--- src/design/sorted_priority_queue_macros.svh ---
// Assertion macros for the sorted priority queue.
// Used by sorted_priority_queue; no other dependencies.
`ifndef SORTED_PRIORITY_QUEUE_MACROS_SVH
`define SORTED_PRIORITY_QUEUE_MACROS_SVH

`ifndef SYNTHESIS

// Clocked assertion, disabled while reset is asserted
`define SPQ_ASSERT(label, clk, rst_n, prop, msg) \
    label: assert property (@(posedge clk) disable iff (!rst_n) prop) else $error(msg);

// Clocked assertion that also holds through reset
`define SPQ_ASSERT_ALWAYS(label, clk, prop, msg) \
    label: assert property (@(posedge clk) prop) else $error(msg);

`else

`define SPQ_ASSERT(label, clk, rst_n, prop, msg)
`define SPQ_ASSERT_ALWAYS(label, clk, prop, msg)

`endif

`endif

--- src/design/spq_pkg.sv ---
// Shared types and constants for the sorted priority queue.
// No dependencies; imported by spq_cell and sorted_priority_queue.
`default_nettype none

package spq_pkg;

    // Number of cells in the chain
    localparam int CAPACITY = 16;
    // Count width: must hold CAPACITY itself
    localparam int CNT_W    = $clog2(CAPACITY + 1);
    // Fixed width of the occupancy field
    localparam int OCC_W    = 5;

    // Request codes
    localparam logic [1:0] REQ_ENQUEUE = 2'd0;
    localparam logic [1:0] REQ_DEQUEUE = 2'd1;
    localparam logic [1:0] REQ_PEEK    = 2'd2;

    // Status codes
    localparam logic [1:0] ST_OK    = 2'd0;
    localparam logic [1:0] ST_EMPTY = 2'd1;
    localparam logic [1:0] ST_FULL  = 2'd2;

    typedef struct packed {
        logic [1:0]         req_type;
        logic signed [31:0] item_value;
        logic signed [31:0] item_priority;
    } request_t;

    typedef struct packed {
        logic signed [31:0] head_value;
        logic [1:0]         status;
        logic [OCC_W-1:0]   occupancy;
    } result_t;

    // One stored pair
    typedef struct packed {
        logic signed [31:0] ent_value;
        logic signed [31:0] ent_prio;
    } entry_t;

    // Broadcast from the control to every cell
    typedef struct packed {
        logic   enq;
        logic   deq;
        entry_t new_entry;
    } cell_ctrl_t;

endpackage

`default_nettype wire

--- src/design/spq_cell.sv ---
// One slot of the sorted chain: holds a (value, priority) pair.
// Depends on spq_pkg. Instantiated by sorted_priority_queue.
`default_nettype none

module spq_cell
    import spq_pkg::*;
(
    input  wire logic       clk,
    input  wire cell_ctrl_t ctrl,
    input  wire logic       occupied,     // this slot holds a live entry
    input  wire logic       left_ge,      // left neighbor stays in place on enqueue
    input  wire entry_t     left_entry,   // entry of the higher-priority neighbor
    input  wire entry_t     right_entry,  // entry of the lower-priority neighbor
    output logic            ge,           // this slot stays in place on enqueue
    output entry_t          entry
);

    entry_t entry_reg;
    entry_t entry_next;

    // Live entry with priority at least the new one keeps its slot
    assign ge = occupied && !(entry_reg.ent_prio < ctrl.new_entry.ent_prio);

    // Enqueue: keep, take the new pair, or shift right; dequeue: shift left
    always_comb
    begin
        priority if (ctrl.enq)
        begin
            priority if (ge)
                entry_next = entry_reg;
            else if (left_ge)
                entry_next = ctrl.new_entry;
            else
                entry_next = left_entry;
        end
        else if (ctrl.deq)
            entry_next = right_entry;
        else
            entry_next = entry_reg;
    end

    always_ff @(posedge clk)
    begin
        entry_reg <= entry_next;
    end

    assign entry = entry_reg;

endmodule

`default_nettype wire

--- src/design/sorted_priority_queue.sv ---
// Top level of the sorted priority queue: request decode, count, result register.
// Depends on spq_pkg, spq_cell and sorted_priority_queue_macros.svh.
//
//  channel   handshake        payload              direction
//  request   start / busy     request (request_t)  in
//  result    done (strobe)    result  (result_t)   out
//
// On every request all cells compare against the new priority
// in parallel and shift or hold at the same clock edge.
// The result appears on the cycle after the request, for one cycle, with done.
// busy stays low, so a request may be issued every cycle.
// Reset clears the count and the strobe; cell contents are don't-care.
// The receiver cannot stall; results are never held back.
`default_nettype none
`include "sorted_priority_queue_macros.svh"

module sorted_priority_queue
    import spq_pkg::*;
(
    input  wire logic     clk,
    input  wire logic     rst_n,
    input  wire logic     start,
    output logic          busy,
    input  wire request_t request,
    output logic          done,
    output result_t       result
);

    logic [CNT_W-1:0] count_reg;
    logic [CNT_W-1:0] count_next;
    logic             done_reg;
    logic             done_next;
    result_t          result_reg;
    result_t          result_next;

    logic             accept;
    logic             full;
    logic             empty;
    logic             enq_ok;
    logic             deq_ok;
    cell_ctrl_t       ctrl;

    entry_t           cell_entry [CAPACITY];
    logic             cell_ge    [CAPACITY];
    logic             cell_occ   [CAPACITY];

    // One request per cycle
    assign busy   = 1'b0;
    assign accept = start && !busy;

    assign full   = (count_reg == CNT_W'(CAPACITY));
    assign empty  = (count_reg == '0);
    assign enq_ok = accept && (request.req_type == REQ_ENQUEUE) && !full;
    assign deq_ok = accept && (request.req_type == REQ_DEQUEUE) && !empty;

    // Control broadcast to the chain
    always_comb
    begin
        ctrl.enq                 = enq_ok;
        ctrl.deq                 = deq_ok;
        ctrl.new_entry.ent_value = request.item_value;
        ctrl.new_entry.ent_prio  = request.item_priority;
    end

    // Chain of cells, head at index 0
    for (genvar i = 0; i < CAPACITY; i++)
    begin : g_cell
        assign cell_occ[i] = (CNT_W'(i) < count_reg);

        if (i == 0)
        begin : g_head
            spq_cell u_cell (
                .clk         (clk),
                .ctrl        (ctrl),
                .occupied    (cell_occ[i]),
                .left_ge     (1'b1),
                .left_entry  (ctrl.new_entry),
                .right_entry (cell_entry[i+1]),
                .ge          (cell_ge[i]),
                .entry       (cell_entry[i])
            );
        end
        else if (i == CAPACITY - 1)
        begin : g_tail
            spq_cell u_cell (
                .clk         (clk),
                .ctrl        (ctrl),
                .occupied    (cell_occ[i]),
                .left_ge     (cell_ge[i-1]),
                .left_entry  (cell_entry[i-1]),
                .right_entry (cell_entry[i]),
                .ge          (cell_ge[i]),
                .entry       (cell_entry[i])
            );
        end
        else
        begin : g_mid
            spq_cell u_cell (
                .clk         (clk),
                .ctrl        (ctrl),
                .occupied    (cell_occ[i]),
                .left_ge     (cell_ge[i-1]),
                .left_entry  (cell_entry[i-1]),
                .right_entry (cell_entry[i+1]),
                .ge          (cell_ge[i]),
                .entry       (cell_entry[i])
            );
        end
    end

    // Count update
    always_comb
    begin
        priority if (enq_ok)
            count_next = count_reg + CNT_W'(1);
        else if (deq_ok)
            count_next = count_reg - CNT_W'(1);
        else
            count_next = count_reg;
    end

    // Result for the accepted request
    always_comb
    begin
        done_next              = accept;
        result_next.head_value = '0;
        result_next.status     = ST_OK;
        result_next.occupancy  = OCC_W'(count_next);
        unique case (request.req_type)
            REQ_ENQUEUE:
            begin
                if (full)
                    result_next.status = ST_FULL;
            end
            REQ_DEQUEUE, REQ_PEEK:
            begin
                if (empty)
                    result_next.status = ST_EMPTY;
                else
                    result_next.head_value = cell_entry[0].ent_value;
            end
            default:
            begin
                result_next.status = ST_OK;
            end
        endcase
    end

    // Control state
    always_ff @(posedge clk or negedge rst_n)
    begin
        if (!rst_n)
        begin
            count_reg <= '0;
            done_reg  <= 1'b0;
        end
        else
        begin
            count_reg <= count_next;
            done_reg  <= done_next;
        end
    end

    // Result payload
    always_ff @(posedge clk)
    begin
        if (accept)
            result_reg <= result_next;
    end

    assign done   = done_reg;
    assign result = result_reg;

    // Checks
    `SPQ_ASSERT(a_count_bound, clk, rst_n, count_reg <= CNT_W'(CAPACITY), "count above capacity")
    `SPQ_ASSERT_ALWAYS(a_reset_quiet, clk, !rst_n |=> !done, "result strobe during reset")
    `SPQ_ASSERT(a_done_follows, clk, rst_n, accept |=> done, "accepted request gave no result")
    `SPQ_ASSERT(a_full_status, clk, rst_n, (done && result.status == ST_FULL) |-> full, "full status while not full")
    `SPQ_ASSERT(a_empty_status, clk, rst_n, (done && result.status == ST_EMPTY) |-> empty, "empty status while not empty")
    `SPQ_ASSERT(a_head_order, clk, rst_n, cell_occ[1] |-> !(cell_entry[0].ent_prio < cell_entry[1].ent_prio), "head out of priority order")

endmodule

`default_nettype wire
--- config.mk ---
export PLATFORM = sky130hd
export DESIGN_NAME = sorted_priority_queue
export DESIGN_NICKNAME = d
export VERILOG_FILES = /design/src/design/spq_pkg.sv /design/src/design/spq_cell.sv /design/src/design/sorted_priority_queue.sv
export VERILOG_INCLUDE_DIRS = /design/src /design/src/design
export SDC_FILE = /design/constraint.sdc
export NUM_CORES = 2
export LEC_CHECK = 0
export ABC_AREA = 0
export BUFFER_PORTS_ARGS = -buffer_cell sky130_fd_sc_hd__buf_2
export CAP_MARGIN = 20
export CORE_UTILIZATION = 59
export DETAILED_ROUTE_END_ITERATION = 10
export MAX_ROUTING_LAYER = met4
export PLACE_DENSITY = 0.76
export SLEW_MARGIN = 25
export SYNTH_ARGS = -nofsm -noshare
export SYNTH_HDL_FRONTEND = slang
export SYNTH_SLANG_ARGS = --single-unit
--- constraint.sdc ---
create_clock -name clk -period 10.8 [get_ports clk]
set_input_delay 2.7 -clock clk [delete_from_list [all_inputs] [get_ports clk]]
set_output_delay 2.7 -clock clk [all_outputs]
set_load 0.02 [all_outputs]
==> out/results.tsv <==
stage	metric	value	unit
min_path	WHS Path Cells	2	
synthesis	Post-synth EDFFs	1063	
sta	final-report hold violation count	0	
sta	RSZ-0062 raised after global routing	false	
clocking	worst skew pair latency	0.74	ns
clocking	CTS Buffer Depth	3	
pwr	PwrDens	195	nW/um^2
synthesis	main combinational cell family by area after synthesis	simple AND/OR/NAND/NOR gates	
sta	Final period util	67.2	%
clocking	number of H-tree levels	3	
synthesis	syn_nets	6538	
clocking	clock sink count	1069	
finish	Final #Nets	6398	
floorplan	Initial Util	59.8	%
routing	routed len/inst	28.2	microns
worst_setup_path	worst path required time	11.34	ns
finish	final core utilization	64.7	%
min_path	HP Class	register to register	
floorplan	chip height	327	microns
sta	Tmin final	7.26	ns
synthesis	Async S/R FF share, synth	0.561	%
placed_design	number of buffers added on ports	108	
sta	Final Slew Violations	0	
synthesis	post-synthesis adder-cell area fraction	10.1	%
sta	Highest Clock Rate	138	MHz
routing	vias per cell	7.10	
synthesis	simple-gate share of the synthesized area	17.3	%
floorplan	Die X	327	microns
global_route	largest net degree at the start of global routing	237	
synthesis	Yosys Warn Count	0	
min_path	HP Start	g_cell[1].g_mid.u_cell.entry[63]	
floorplan	core region area	104000	sq um
worst_setup_path	Setup crit end kind	register	
sta	setup violators final	0	
floorplan	number of cell rows	118	
synthesis	Synth area leader	edfxtp_1	
min_path	Hold EP	g_cell[0].g_head.u_cell.entry[63]	
global_route	first-pass GRT wire length	307000	microns
routing	Pre-Repair DR Iteration Count	8	
global_route	remaining global-route overflow	0	
worst_setup_path	R2R cell count	8	
worst_setup_path	Worst R2R End	g_cell[13].g_mid.u_cell.entry[60]	
clocking	Worst-path clk slew	0.06	ns
floorplan	Ports	110	
synthesis	synth unique cells	63	
placed_design	Detail Placement HPWL	127000	microns
pwr	P_leak	25.0	nW
worst_setup_path	reg2reg setup slack	5.65	ns
synthesis	Synth Instances	5967	
global_route	vias in the first global route	49400	
finish	Syn-to-layout area delta	8.22	%
finish	fin area	67300	sq um
sta	worst-case clock skew	0.0255	ns
clocking	Post-CTS Setup Repair Bufs	0	
synthesis	Synth Area in Compound Gates	16.3	%
global_route	initial antenna violation count	10	
synthesis	synthesized flop and latch total	1069	
clocking	hold_buf cts	0	
placed_design	RD Place Congestion	0.995	
clocking	Post-CTS Resized	0	
worst_setup_path	Worst Setup Start Kind	input pin	
sta	relative slew slack	20.8	%
finish	layout cells sized above 1	7.45	%
placed_design	Placement Cell Area	63700	sq um
clocking	TritonCTS clock tree	done	
worst_setup_path	crit path max fanout	75	
global_route	GRT Util Overall	39.0	%
clocking	Num CTS Buffers	112	
routing	final antenna-violating net count	0	
synthesis	top-area cell type share of the netlist area	51.3	%
finish	max reg flops	896	
worst_setup_path	Worst R2R Start	g_cell[13].g_mid.u_cell.entry[1]	
synthesis	Synth Cell Area	62200	sq um
run	max_cap viols	0	
worst_setup_path	critical path class	input pin to register	
synthesis	ys flop type	edfxtp_1	
clocking	Root Buffer	clkbuf_16	
synthesis	mux share of post-synthesis cell area	1.34	%
synthesis	Seq/Total Area, Yosys	51.6	%
routing	Initial DRC Count	8558	
synthesis	synth top area cells	edfxtp_1 (51%), ha_1 (10%), nand2_1 (7.4%), o211ai_1 (7.1%), a221o_1 (5.2%)	
routing	drc violations	0	
synthesis	xor/xnor share of the synthesized area	0.0423	%
sta	Sum Neg Setup Slack	0	ns
routing	final WL	206000	microns
sta	Worst-Margin Slew	1.18	ns
run_status	status	completed	
pwr	Peak VDD IR	0.190	mV
worst_setup_path	crit path DAT	7.80	ns
floorplan	die area	107000	sq um
routing	Vias	51900	
synthesis	syn_area_per_cell	10.4	sq um
power breakdown:
part / internal (mW) / total, mW / switching (mW)
logic: 0.892 / 3.60 / 2.71
registers: 5.27 / 5.64 / 0.372
clock network: 2.15 / 3.90 / 1.75
final cells by class:
class / count / area [sq um]
Antenna cell: 8 / 20.0
Clock buffer: 151 / 3010
Clock inverter: 58 / 572
Fill cell: 8186 / 36600
Inverter: 46 / 173
Multi-Input combinational cell: 4410 / 28400
Sequential cell: 1069 / 32100
Tap cell: 1380 / 1730
Timing Repair Buffer: 188 / 1300
per-layer routing:
| metal | GRT usage, % | wire (microns) | part of all wire (%) | vias to the layer above |
|---|---|---|---|---|
| met1 | 53.7 | 80600 | 39 | 25100 |
| met2 | 55.7 | 88600 | 43 | 3612 |
| met4 | 18.5 | 10900 | 5.3 | 0 |
| met3 | 7.21 | 26200 | 13 | 577 |
| met5 | - | 0 | 0 | - |
| li1 | - | - | - | 22600 |
critical path, stage by stage:
cell and delay [ns]:
buf_2 0.12, inv_1 0.60, ha_1 0.30, nand4_1 0.27, nor4_1 0.99, o311a_1 0.43
nor2_1 0.12, mux2i_4 0.18, buf_4 0.67, buf_4 0.98, nand3_1 0.20, o211ai_1 0.16
metrics by stage:
stage                     std cells  setup WS [ns]  hold WS, ns  power, mW
after global placement         7090           2.20        0.529       9.03
after global routing           7309           3.50        0.568       13.5
after detailed placement       7092           2.77        0.530       9.15
after CTS                      7301           3.52        0.550       13.0
after floorplan                5967          0.869        0.518       7.87
final                          7310           3.54        0.552       13.1
synth_stat cells (3+ instances only):
cell type and number:
a2111o_1 3, and4_1 13, nor3b_1 8, a21boi_0 3
o21ai_1 3, a2111oi_0 12, clkbuf_1 301, a21oi_1 177
a221o_1 323, o21a_1 8, o221ai_1 3, buf_6 8
nor2b_1 12, nand3_1 634, a21o_1 50, nand4_1 61
buf_4 8, nand2_1 1232, a211oi_1 20, mux2i_1 8
edfxtp_1 1063, nor4_1 8, inv_1 46, buf_1 26
a221oi_1 18, and2_1 34, or3_1 4, dfrtp_1 6
buf_2 99, o21ai_0 80, nor3_1 17, ha_1 502
o31ai_1 5, nand2b_1 16, o211ai_1 586, a31oi_1 10
mux2_2 67, nor2_1 427, and3_1 36
worst max path at each step:
stage	start	to	slack [ns]	cells past startpoint
2_1_floorplan	request[9]	g_cell[8].g_mid.u_cell.entry[0]	0.87	11
3_3_place_gp	request[30]	g_cell[7].g_mid.u_cell.entry[6]	2.20	13
3_5_place_dp	request[30]	g_cell[7].g_mid.u_cell.entry[63]	2.77	12
4_1_cts	request[30]	g_cell[7].g_mid.u_cell.entry[42]	3.52	13
5_1_grt	request[23]	g_cell[10].g_mid.u_cell.entry[52]	3.50	12
6_report	request[23]	g_cell[10].g_mid.u_cell.entry[62]	3.54	12
cells by family (layout without fill, tap and decap cells):
| logic type | Yosys count | in the layout |
|---|---|---|
| buffers and inverters | 488 | 443 |
| multiplexers | 75 | 75 |
| flip-flops | 1069 | 1069 |
| AO/OA/AOI/OAI | 1321 | 1321 |
| other | 1 | 9 |
| AND/OR/NAND/NOR | 2508 | 2508 |
| XOR/XNOR | 3 | 3 |
| adder cells (fa/ha/maj) | 502 | 502 |
layout by cell type (no fill, tap or decap), types with 15 or more instances in the layout:
master	instances
buf_4	65
a21oi_1	176
clkbuf_1	34
a221oi_1	18
mux2_2	65
inv_1	46
o21ai_0	73
buf_2	109
clkinv_2	15
nand2_1	1222
nor3_1	17
clkbuf_16	113
nand2b_1	16
a221o_1	323
ha_1	502
and3_1	35
a21o_1	50
and2_1	34
nand3_1	633
nor2_1	426
a211oi_1	20
o211ai_1	586
edfxtp_1	1063
nand4_1	61
clkinv_1	24
Note: power is estimated with default switching activity, not from simulation.
